===== config.mk =====
export PLATFORM = sky130hd
export DESIGN_NAME = prime_modular_alu
export DESIGN_NICKNAME = d
export VERILOG_FILES = /design/src/rtl/core/pmalu_pkg.sv /design/src/rtl/core/pmalu_dbl_add.sv /design/src/rtl/core/pmalu_inv_step.sv /design/src/rtl/core/prime_modular_alu.sv
export SDC_FILE = /design/constraint.sdc
export NUM_CORES = 2
export LEC_CHECK = 0
export BUFFER_PORTS_ARGS = -buffer_cell sky130_fd_sc_hd__buf_4
export CORE_MARGIN = 2
export CORE_UTILIZATION = 35
export DETAILED_ROUTE_END_ITERATION = 16
export HOLD_SLACK_MARGIN = 0.15
export SLEW_MARGIN = 40
export SYNTH_ARGS = -nofsm -noshare
export SYNTH_HDL_FRONTEND = slang
export SYNTH_SLANG_ARGS = --single-unit

===== constraint.sdc =====
create_clock -name clk -period 12.1 [get_ports clk]
set_clock_uncertainty 0.2 [all_clocks]
set_input_delay 3.63 -clock clk [delete_from_list [all_inputs] [get_ports clk]]
set_output_delay 3.63 -clock clk [all_outputs]
set_load 0.005 [all_outputs]

===== src/rtl/core/pmalu_pkg.sv =====
// ----------------------------------------------------------------------------
// Prime-field ALU package
// Shared constants, operation codes and datapath types for the arithmetic
// unit over the field of integers modulo 1000000007.
// ----------------------------------------------------------------------------
package pmalu_pkg;

	// Field element width and the prime modulus.
	localparam int unsigned ELEM_W    = 30;
	localparam int unsigned WIDE_W    = 64;
	localparam logic [ELEM_W-1:0] MODULUS = 30'd1000000007;

	// Step counts of the bit-serial loops and the width of their counter.
	localparam int unsigned MUL_STEPS = ELEM_W;
	localparam int unsigned RED_STEPS = WIDE_W;
	localparam int unsigned CNT_W     = 6;

	// Operation codes carried in the input tuser field.
	localparam logic [2:0] KIND_ADD = 3'd0;
	localparam logic [2:0] KIND_SUB = 3'd1;
	localparam logic [2:0] KIND_MUL = 3'd2;
	localparam logic [2:0] KIND_DIV = 3'd3;
	localparam logic [2:0] KIND_NEG = 3'd4;
	localparam logic [2:0] KIND_INV = 3'd5;
	localparam logic [2:0] KIND_RED = 3'd6;

	typedef logic [ELEM_W-1:0] elem_t;

	// Working registers of the binary extended Euclid inverse.
	typedef struct packed {
		elem_t u;
		elem_t v;
		elem_t x1;
		elem_t x2;
	} inv_state_t;

endpackage


===== src/rtl/core/pmalu_dbl_add.sv =====
// ----------------------------------------------------------------------------
// Modular double-and-add unit
// Computes (2 * acc + addend) mod MODULUS for acc and addend already reduced.
// Shared by the bit-serial multiply and the wide-value reduction.
// ----------------------------------------------------------------------------
module pmalu_dbl_add (
	input  pmalu_pkg::elem_t acc,
	input  pmalu_pkg::elem_t addend,
	output pmalu_pkg::elem_t sum
);
	import pmalu_pkg::*;

	localparam logic [ELEM_W+1:0] MOD_X = {2'b00, MODULUS};

	logic [ELEM_W+1:0] raw;
	logic [ELEM_W+1:0] once;
	logic [ELEM_W+1:0] twice;

	// The raw value stays below three times the modulus, so two conditional
	// subtractions bring it back into range.
	always_comb begin
		raw   = {1'b0, acc, 1'b0} + {2'b00, addend};
		once  = (raw >= MOD_X) ? raw - MOD_X : raw;
		twice = (once >= MOD_X) ? once - MOD_X : once;
	end

	assign sum = twice[ELEM_W-1:0];

endmodule


===== src/rtl/core/pmalu_inv_step.sv =====
// ----------------------------------------------------------------------------
// Binary inverse step
// One iteration of the binary extended Euclidean algorithm modulo the prime:
// halve an even u or v, or subtract the smaller from the larger.
// ----------------------------------------------------------------------------
module pmalu_inv_step (
	input  pmalu_pkg::inv_state_t cur,
	output pmalu_pkg::inv_state_t nxt
);
	import pmalu_pkg::*;

	// Halve a field element: add the odd modulus first when it is odd.
	function automatic elem_t halve(input elem_t x);
		logic [ELEM_W:0] s;
		s = x[0] ? ({1'b0, x} + {1'b0, MODULUS}) : {1'b0, x};
		return s[ELEM_W:1];
	endfunction

	// Modular subtraction of two reduced elements; wraps back when negative.
	function automatic elem_t sub_mod(input elem_t a, input elem_t b);
		elem_t corr;
		corr = (a < b) ? MODULUS : '0;
		return a - b + corr;
	endfunction

	// Invariants: x1 * val == u and x2 * val == v modulo the prime.
	always_comb begin
		nxt = cur;
		priority if (!cur.u[0]) begin
			nxt.u  = cur.u >> 1;
			nxt.x1 = halve(cur.x1);
		end else if (!cur.v[0]) begin
			nxt.v  = cur.v >> 1;
			nxt.x2 = halve(cur.x2);
		end else if (cur.u >= cur.v) begin
			nxt.u  = cur.u - cur.v;
			nxt.x1 = sub_mod(cur.x1, cur.x2);
		end else begin
			nxt.v  = cur.v - cur.u;
			nxt.x2 = sub_mod(cur.x2, cur.x1);
		end
	end

endmodule


===== src/rtl/core/prime_modular_alu.sv =====
// Add, subtract, negate and unused codes take a single operation step; multiply
// runs the bit-serial double-and-add loop, wide reduction that loop and the sign
// fix, inverse the binary Euclid iterations, and divide those plus a multiply.
// One item is in work at a time; the next is taken once the result is in the
// output register, which may still wait for its transfer.
// Reset (arst_n low, asynchronous) returns to idle with no result pending.
// ----------------------------------------------------------------------------
// Prime-field arithmetic unit
// Add, subtract, multiply, divide, negate, inverse and signed 64-bit
// reduction modulo 1000000007, built around a shared double-and-add unit and
// a binary inverse step under one sequencer.
// ----------------------------------------------------------------------------
module prime_modular_alu (
	input  logic         clk,
	input  logic         arst_n,
	input  logic         s_tvalid,
	output logic         s_tready,
	// tdata: left_operand[29:0], right_operand[59:30], wide_value[123:60], zero pad
	input  logic [127:0] s_tdata,
	// tuser: kind[2:0]
	input  logic [2:0]   s_tuser,
	output logic         m_tvalid,
	input  logic         m_tready,
	// tdata: result[29:0], zero pad
	output logic [31:0]  m_tdata
);
	import pmalu_pkg::*;

	typedef enum logic [2:0] {
		ST_IDLE,
		ST_OPS,
		ST_INV,
		ST_MUL,
		ST_RED,
		ST_FIN
	} state_t;

	localparam int unsigned PAD_W = WIDE_W - ELEM_W;

	state_t             state_q;
	logic [2:0]         kind_q;
	elem_t              x_q;
	elem_t              y_q;
	elem_t              acc_q;
	elem_t              res_q;
	logic [WIDE_W-1:0]  mag_q;
	logic [CNT_W-1:0]   cnt_q;
	logic               neg_q;
	logic               m_tvalid_q;
	inv_state_t         inv_q;
	inv_state_t         inv_next;

	elem_t              in_x;
	elem_t              in_y;
	logic [WIDE_W-1:0]  in_wide;
	logic [WIDE_W-1:0]  in_mag;
	elem_t              addend;
	elem_t              dbl_sum;
	elem_t              ops_val;
	elem_t              inv_res;
	logic               inv_done;
	logic [ELEM_W:0]    add_raw;
	logic               in_xfer;
	logic               out_load;

	// Operand folding and magnitude of the wide value at the input transfer.
	always_comb begin
		in_x    = (s_tdata[29:0] >= MODULUS) ? s_tdata[29:0] - MODULUS : s_tdata[29:0];
		in_y    = (s_tdata[59:30] >= MODULUS) ? s_tdata[59:30] - MODULUS : s_tdata[59:30];
		in_wide = s_tdata[123:60];
		in_mag  = in_wide[WIDE_W-1] ? (~in_wide + 1'b1) : in_wide;
	end

	assign s_tready = (state_q == ST_IDLE);
	assign in_xfer  = s_tvalid && s_tready;

	// A finished result moves to the output register once that register is free.
	assign out_load = (state_q == ST_FIN) && (!m_tvalid_q || m_tready);

	// Shared double-and-add: multiplier bits for multiply, value bits for
	// wide reduction.
	always_comb begin
		if (state_q == ST_MUL) begin
			addend = mag_q[WIDE_W-1] ? x_q : '0;
		end else begin
			addend = {{(ELEM_W-1){1'b0}}, mag_q[WIDE_W-1]};
		end
	end

	pmalu_dbl_add u_dbl_add (
		.acc    (acc_q),
		.addend (addend),
		.sum    (dbl_sum)
	);

	pmalu_inv_step u_inv_step (
		.cur (inv_q),
		.nxt (inv_next)
	);

	// The inverse is found when either u or v reaches one.
	always_comb begin
		inv_done = (inv_q.u == ELEM_W'(1)) || (inv_q.v == ELEM_W'(1));
		inv_res  = (inv_q.u == ELEM_W'(1)) ? inv_q.x1 : inv_q.x2;
	end

	// Single-step operations, and the sign fix after wide reduction.
	always_comb begin
		add_raw = {1'b0, x_q} + {1'b0, y_q};
		unique case (kind_q)
			KIND_ADD: ops_val = (add_raw >= {1'b0, MODULUS}) ?
				ELEM_W'(add_raw - {1'b0, MODULUS}) : add_raw[ELEM_W-1:0];
			KIND_SUB: ops_val = x_q - y_q + ((x_q < y_q) ? MODULUS : '0);
			KIND_NEG: ops_val = (x_q == '0) ? '0 : MODULUS - x_q;
			KIND_RED: ops_val = (neg_q && acc_q != '0) ? MODULUS - acc_q : acc_q;
			default:  ops_val = '0;
		endcase
	end

	// Sequencer with its working registers and the output register.
	always_ff @(posedge clk or negedge arst_n) begin
		if (!arst_n) begin
			state_q    <= ST_IDLE;
			m_tvalid_q <= 1'b0;
			kind_q     <= '0;
			x_q        <= '0;
			y_q        <= '0;
			acc_q      <= '0;
			res_q      <= '0;
			mag_q      <= '0;
			cnt_q      <= '0;
			neg_q      <= 1'b0;
			inv_q      <= '0;
		end else begin
			// Output valid: set by a new result, cleared once the result is taken.
			if (out_load) begin
				m_tvalid_q <= 1'b1;
			end else if (m_tready) begin
				m_tvalid_q <= 1'b0;
			end
			unique case (state_q)
				ST_IDLE: begin
					if (in_xfer) begin
						kind_q <= s_tuser;
						x_q    <= in_x;
						y_q    <= in_y;
						neg_q  <= in_wide[WIDE_W-1];
						acc_q  <= '0;
						priority if (s_tuser == KIND_MUL) begin
							mag_q   <= {in_y, {PAD_W{1'b0}}};
							cnt_q   <= CNT_W'(MUL_STEPS - 1);
							state_q <= ST_MUL;
						end else if (s_tuser == KIND_DIV) begin
							inv_q   <= '{u: in_y, v: MODULUS, x1: ELEM_W'(1), x2: '0};
							state_q <= (in_y == '0) ? ST_FIN : ST_INV;
						end else if (s_tuser == KIND_INV) begin
							inv_q   <= '{u: in_x, v: MODULUS, x1: ELEM_W'(1), x2: '0};
							state_q <= (in_x == '0) ? ST_FIN : ST_INV;
						end else if (s_tuser == KIND_RED) begin
							mag_q   <= in_mag;
							cnt_q   <= CNT_W'(RED_STEPS - 1);
							state_q <= ST_RED;
						end else begin
							state_q <= ST_OPS;
						end
					end
				end
				ST_INV: begin
					if (inv_done) begin
						if (kind_q == KIND_DIV) begin
							mag_q   <= {inv_res, {PAD_W{1'b0}}};
							cnt_q   <= CNT_W'(MUL_STEPS - 1);
							state_q <= ST_MUL;
						end else begin
							acc_q   <= inv_res;
							state_q <= ST_FIN;
						end
					end else begin
						inv_q <= inv_next;
					end
				end
				ST_MUL: begin
					acc_q <= dbl_sum;
					mag_q <= mag_q << 1;
					cnt_q <= cnt_q - 1'b1;
					if (cnt_q == '0) begin
						state_q <= ST_FIN;
					end
				end
				ST_RED: begin
					acc_q <= dbl_sum;
					mag_q <= mag_q << 1;
					cnt_q <= cnt_q - 1'b1;
					if (cnt_q == '0) begin
						state_q <= ST_OPS;
					end
				end
				ST_OPS: begin
					acc_q   <= ops_val;
					state_q <= ST_FIN;
				end
				ST_FIN: begin
					// Hand the result over once the output register is free.
					if (out_load) begin
						res_q   <= acc_q;
						state_q <= ST_IDLE;
					end
				end
				default: begin
					state_q <= ST_IDLE;
				end
			endcase
		end
	end

	assign m_tvalid = m_tvalid_q;
	assign m_tdata  = {2'b00, res_q};

endmodule


==> metrics <==
vertical extent of the die=326.1 um; worst slew pin tran=approximately 0.91 ns; kind of critical path=reg -> reg; final weighted congestion in routability-driven placement=around 0.94; number of buffers on the longest clock path=3; Final Net Count=5,254; wire length of the first global-routing pass=199,700 um; startpoint of the most critical hold path=mag_q[17]; Worst Hold Margin=0.2834 ns; CTS HTree Levels=2; clock buffer count from CTS=42; total clock sinks=318; Hold Fails Final Rpt=0; Synth Area in Compound Gates=0.2585; standard-cell rows=between 100 and 150; setup fix buffers added after clock tree synthesis=0; RSZ-0062 raised after global routing=false; die outline area=106,400 um2; Max-Slew Margin vs Limit=0.3869; sum of routed wire length over all layers=~130,000 um; area overhead of the layout relative to synthesis=11.28%; Final Core Density=0.3916; Core Region=a little over 100,000 um2; largest driver fanout on the critical path=16; combinational family with the most area after synthesis=compound AO/OA/AOI/OAI gates; required time of the worst setup path=12.41 ns; R2R Path Start=inv_q[1]; Reg-to-Reg End=inv_q[28]; Worst setup EP type=register; Post-Syn Instances=~4,800; post-route cell area=40,420 um2; cell occurring most often along the worst timing path=sky130_fd_sc_hd__a21oi_1; layout cell share with drive strength beyond 1=0.08907; parity-gate share of the synthesized area counting xor and xnor cells=0.1073; total number of vias=35,410; arrival time at the worst endpoint=9.55 ns; maximum number of pins on one net before global-route repair=93; count of buffers from port buffering=162; post-placement cell area=38,910 um2; Synth cell types=96; x dimension of the die=326.1 um; number of global-route vias before repair=32,930; depth of the worst register-to-register path=36; TNS Setup=0 ns; number of antenna violations at the first check in global routing=5; fin crit share=0.7639; Setup Viol. Count Final=0; basic-gate share of the synthesized area counting and, or, nand and nor cells=0.1929; number of flops mapped to enable cells by yosys=0; Register-to-Register Setup Slack=2.86 ns; Post-CTS Hold Fix Bufs=0; reported max-cap violation count=0; clock input transition at the sequential cells of the worst setup and hold paths=~0.07 ns; leading register cell type out of synthesis=sky130_fd_sc_hd__dfrtp_1; Boundary Pins=169; largest stage delay on the critical path=0.59 ns; count of cells along the worst hold path=2; root buffer cell=sky130_fd_sc_hd__clkbuf_16; most common cell after layout, fill and taps aside=sky130_fd_sc_hd__nand2_1; CP Launch Type=register; starting density of the core=0.3519; most frequent cells in the layout=sky130_fd_sc_hd__nand2_1 (551), sky130_fd_sc_hd__o21ai_0 (436), sky130_fd_sc_hd__inv_1 (360); clock network latency to the later pin of the worst-skew pair=0.62 ns; overall track demand over capacity in global routing=0.2378; multiplexer share of the synthesized area=0.02687; via count normalized by instance count=between 5 and 6; #FFs+latches synth=318; share of synthesized flip-flops with an asynchronous set or reset=1.000; Worst Setup SP=inv_q[1]; f_max=0.1082 GHz; Post-DP HPWL=101,200 um; TritonCTS clock tree=yes; synthesized-area fraction occupied by adder cells=0.1309; number of remaining DRC errors=0; cts repair resizes=0; average cell area after synthesis=roughly 7.6 um2; class of the tightest hold or removal check=reg -> reg; cell with the biggest individual delay on the critical path=sky130_fd_sc_hd__a211oi_1; residual antenna-violating net count after detailed routing=0; post-synthesis instance area=~36,000 um2; Yosys warnings=0; result of the run=finished clean; Final Slew Violations=0; sink of the worst hold path=mag_q[17]; minimum clock period=approximately 9 ns; detailed-routing iteration count for the pre-antenna-repair pass=6; number of design-rule violations left by the first detailed-router iteration=between 3,000 and 4,000; Seq/Total Area, Yosys=0.2191; GRT Residual Overflow=0; routed len/inst=roughly 21 um
worst max-delay path by stage:
stage	end	slack, ns	depth (start not counted)
3_5_place_dp	state_q[0]	2.68	19
4_1_cts	inv_q[28]	2.94	35
3_3_place_gp	inv_q[28]	2.46	35
5_1_grt	inv_q[28]	2.25	36
2_1_floorplan	mag_q[59]	4.07	18
6_report	inv_q[28]	2.86	36
per-stage QoR:
step | instances | worst slack, ns
floorplan | 4761 | 4.074
global placement | 6103 | 2.461
detailed placement | 6106 | 2.683
CTS | 6183 | 2.936
global route | 6187 | 2.247
finish | 6189 | 2.857
cells by family after synthesis:
family,Yosys count
adders and majority gates,347
AOI/OAI and AO/OA,1452
DFF,318
xor gates and xnor gates,444
other,1
muxes,93
and+or+nand+nor,1493
buffers and inverters,612
synth_stat cells (48+ instances only):
library cell | n | area, um2
sky130_fd_sc_hd__nand2_1 | 555 | 2083
sky130_fd_sc_hd__o21ai_0 | 441 | 2207
sky130_fd_sc_hd__inv_1 | 361 | 1355
sky130_fd_sc_hd__dfrtp_1 | 318 | 7958
sky130_fd_sc_hd__nor2_1 | 317 | 1190
sky130_fd_sc_hd__a21oi_1 | 316 | 1582
sky130_fd_sc_hd__xnor2_1 | 313 | 2741
sky130_fd_sc_hd__ha_1 | 292 | 3654
sky130_fd_sc_hd__clkbuf_1 | 217 | 814.5
sky130_fd_sc_hd__nor3_1 | 131 | 655.6
sky130_fd_sc_hd__xor2_1 | 130 | 1139
sky130_fd_sc_hd__nand3_1 | 80 | 400.4
sky130_fd_sc_hd__a21o_1 | 66 | 495.5
sky130_fd_sc_hd__and2_1 | 64 | 400.4
sky130_fd_sc_hd__a221oi_1 | 63 | 551.8
sky130_fd_sc_hd__o31ai_1 | 58 | 435.4
sky130_fd_sc_hd__mux2i_1 | 57 | 570.6
sky130_fd_sc_hd__fa_1 | 55 | 1101
sky130_fd_sc_hd__or3_1 | 53 | 331.6
sky130_fd_sc_hd__o22ai_1 | 48 | 300.3
worst max-delay path: cells and delay by family, from the launching register on:
family | cells | cell delay [ns]
AND/OR/NAND/NOR | 4 | 1.20
flip-flops | 1 | 0.47
buffers and inverters | 3 | 0.57
adder cells (fa/ha/maj) | 4 | 1.14
XOR/XNOR | 1 | 0.21
AO/OA/AOI/OAI | 24 | 5.33
metal layers:
layer	GRT usage	wire, um
met4	0.07974	4629
met1	0.3419	59550
met2	0.3625	55830
met3	0.03471	10250
met5	0	28
registers in the layout, indices dropped and copies added, names as in the netlist:
signal	count
acc_q	30
cnt_q	6
inv_q	120
kind_q	3
m_tvalid	1
mag_q	64
neg_q	1
res_q	30
state_q	3
x_q	30
y_q	30
cell type report:
class | count | area [um2]
clock inverter | 24 | 267.8
inverter | 362 | 1359
timing repair buffer | 217 | 1684
fill | 10670 | 62790
sequential | 318 | 7959
multi-input combinational | 3831 | 26240
tap | 1380 | 1727
antenna | 4 | 10.01
clock buffer | 53 | 1172
Power is not shown: default switching activity piles up to over one toggle a cycle in this logic, so the estimate is an artifact.
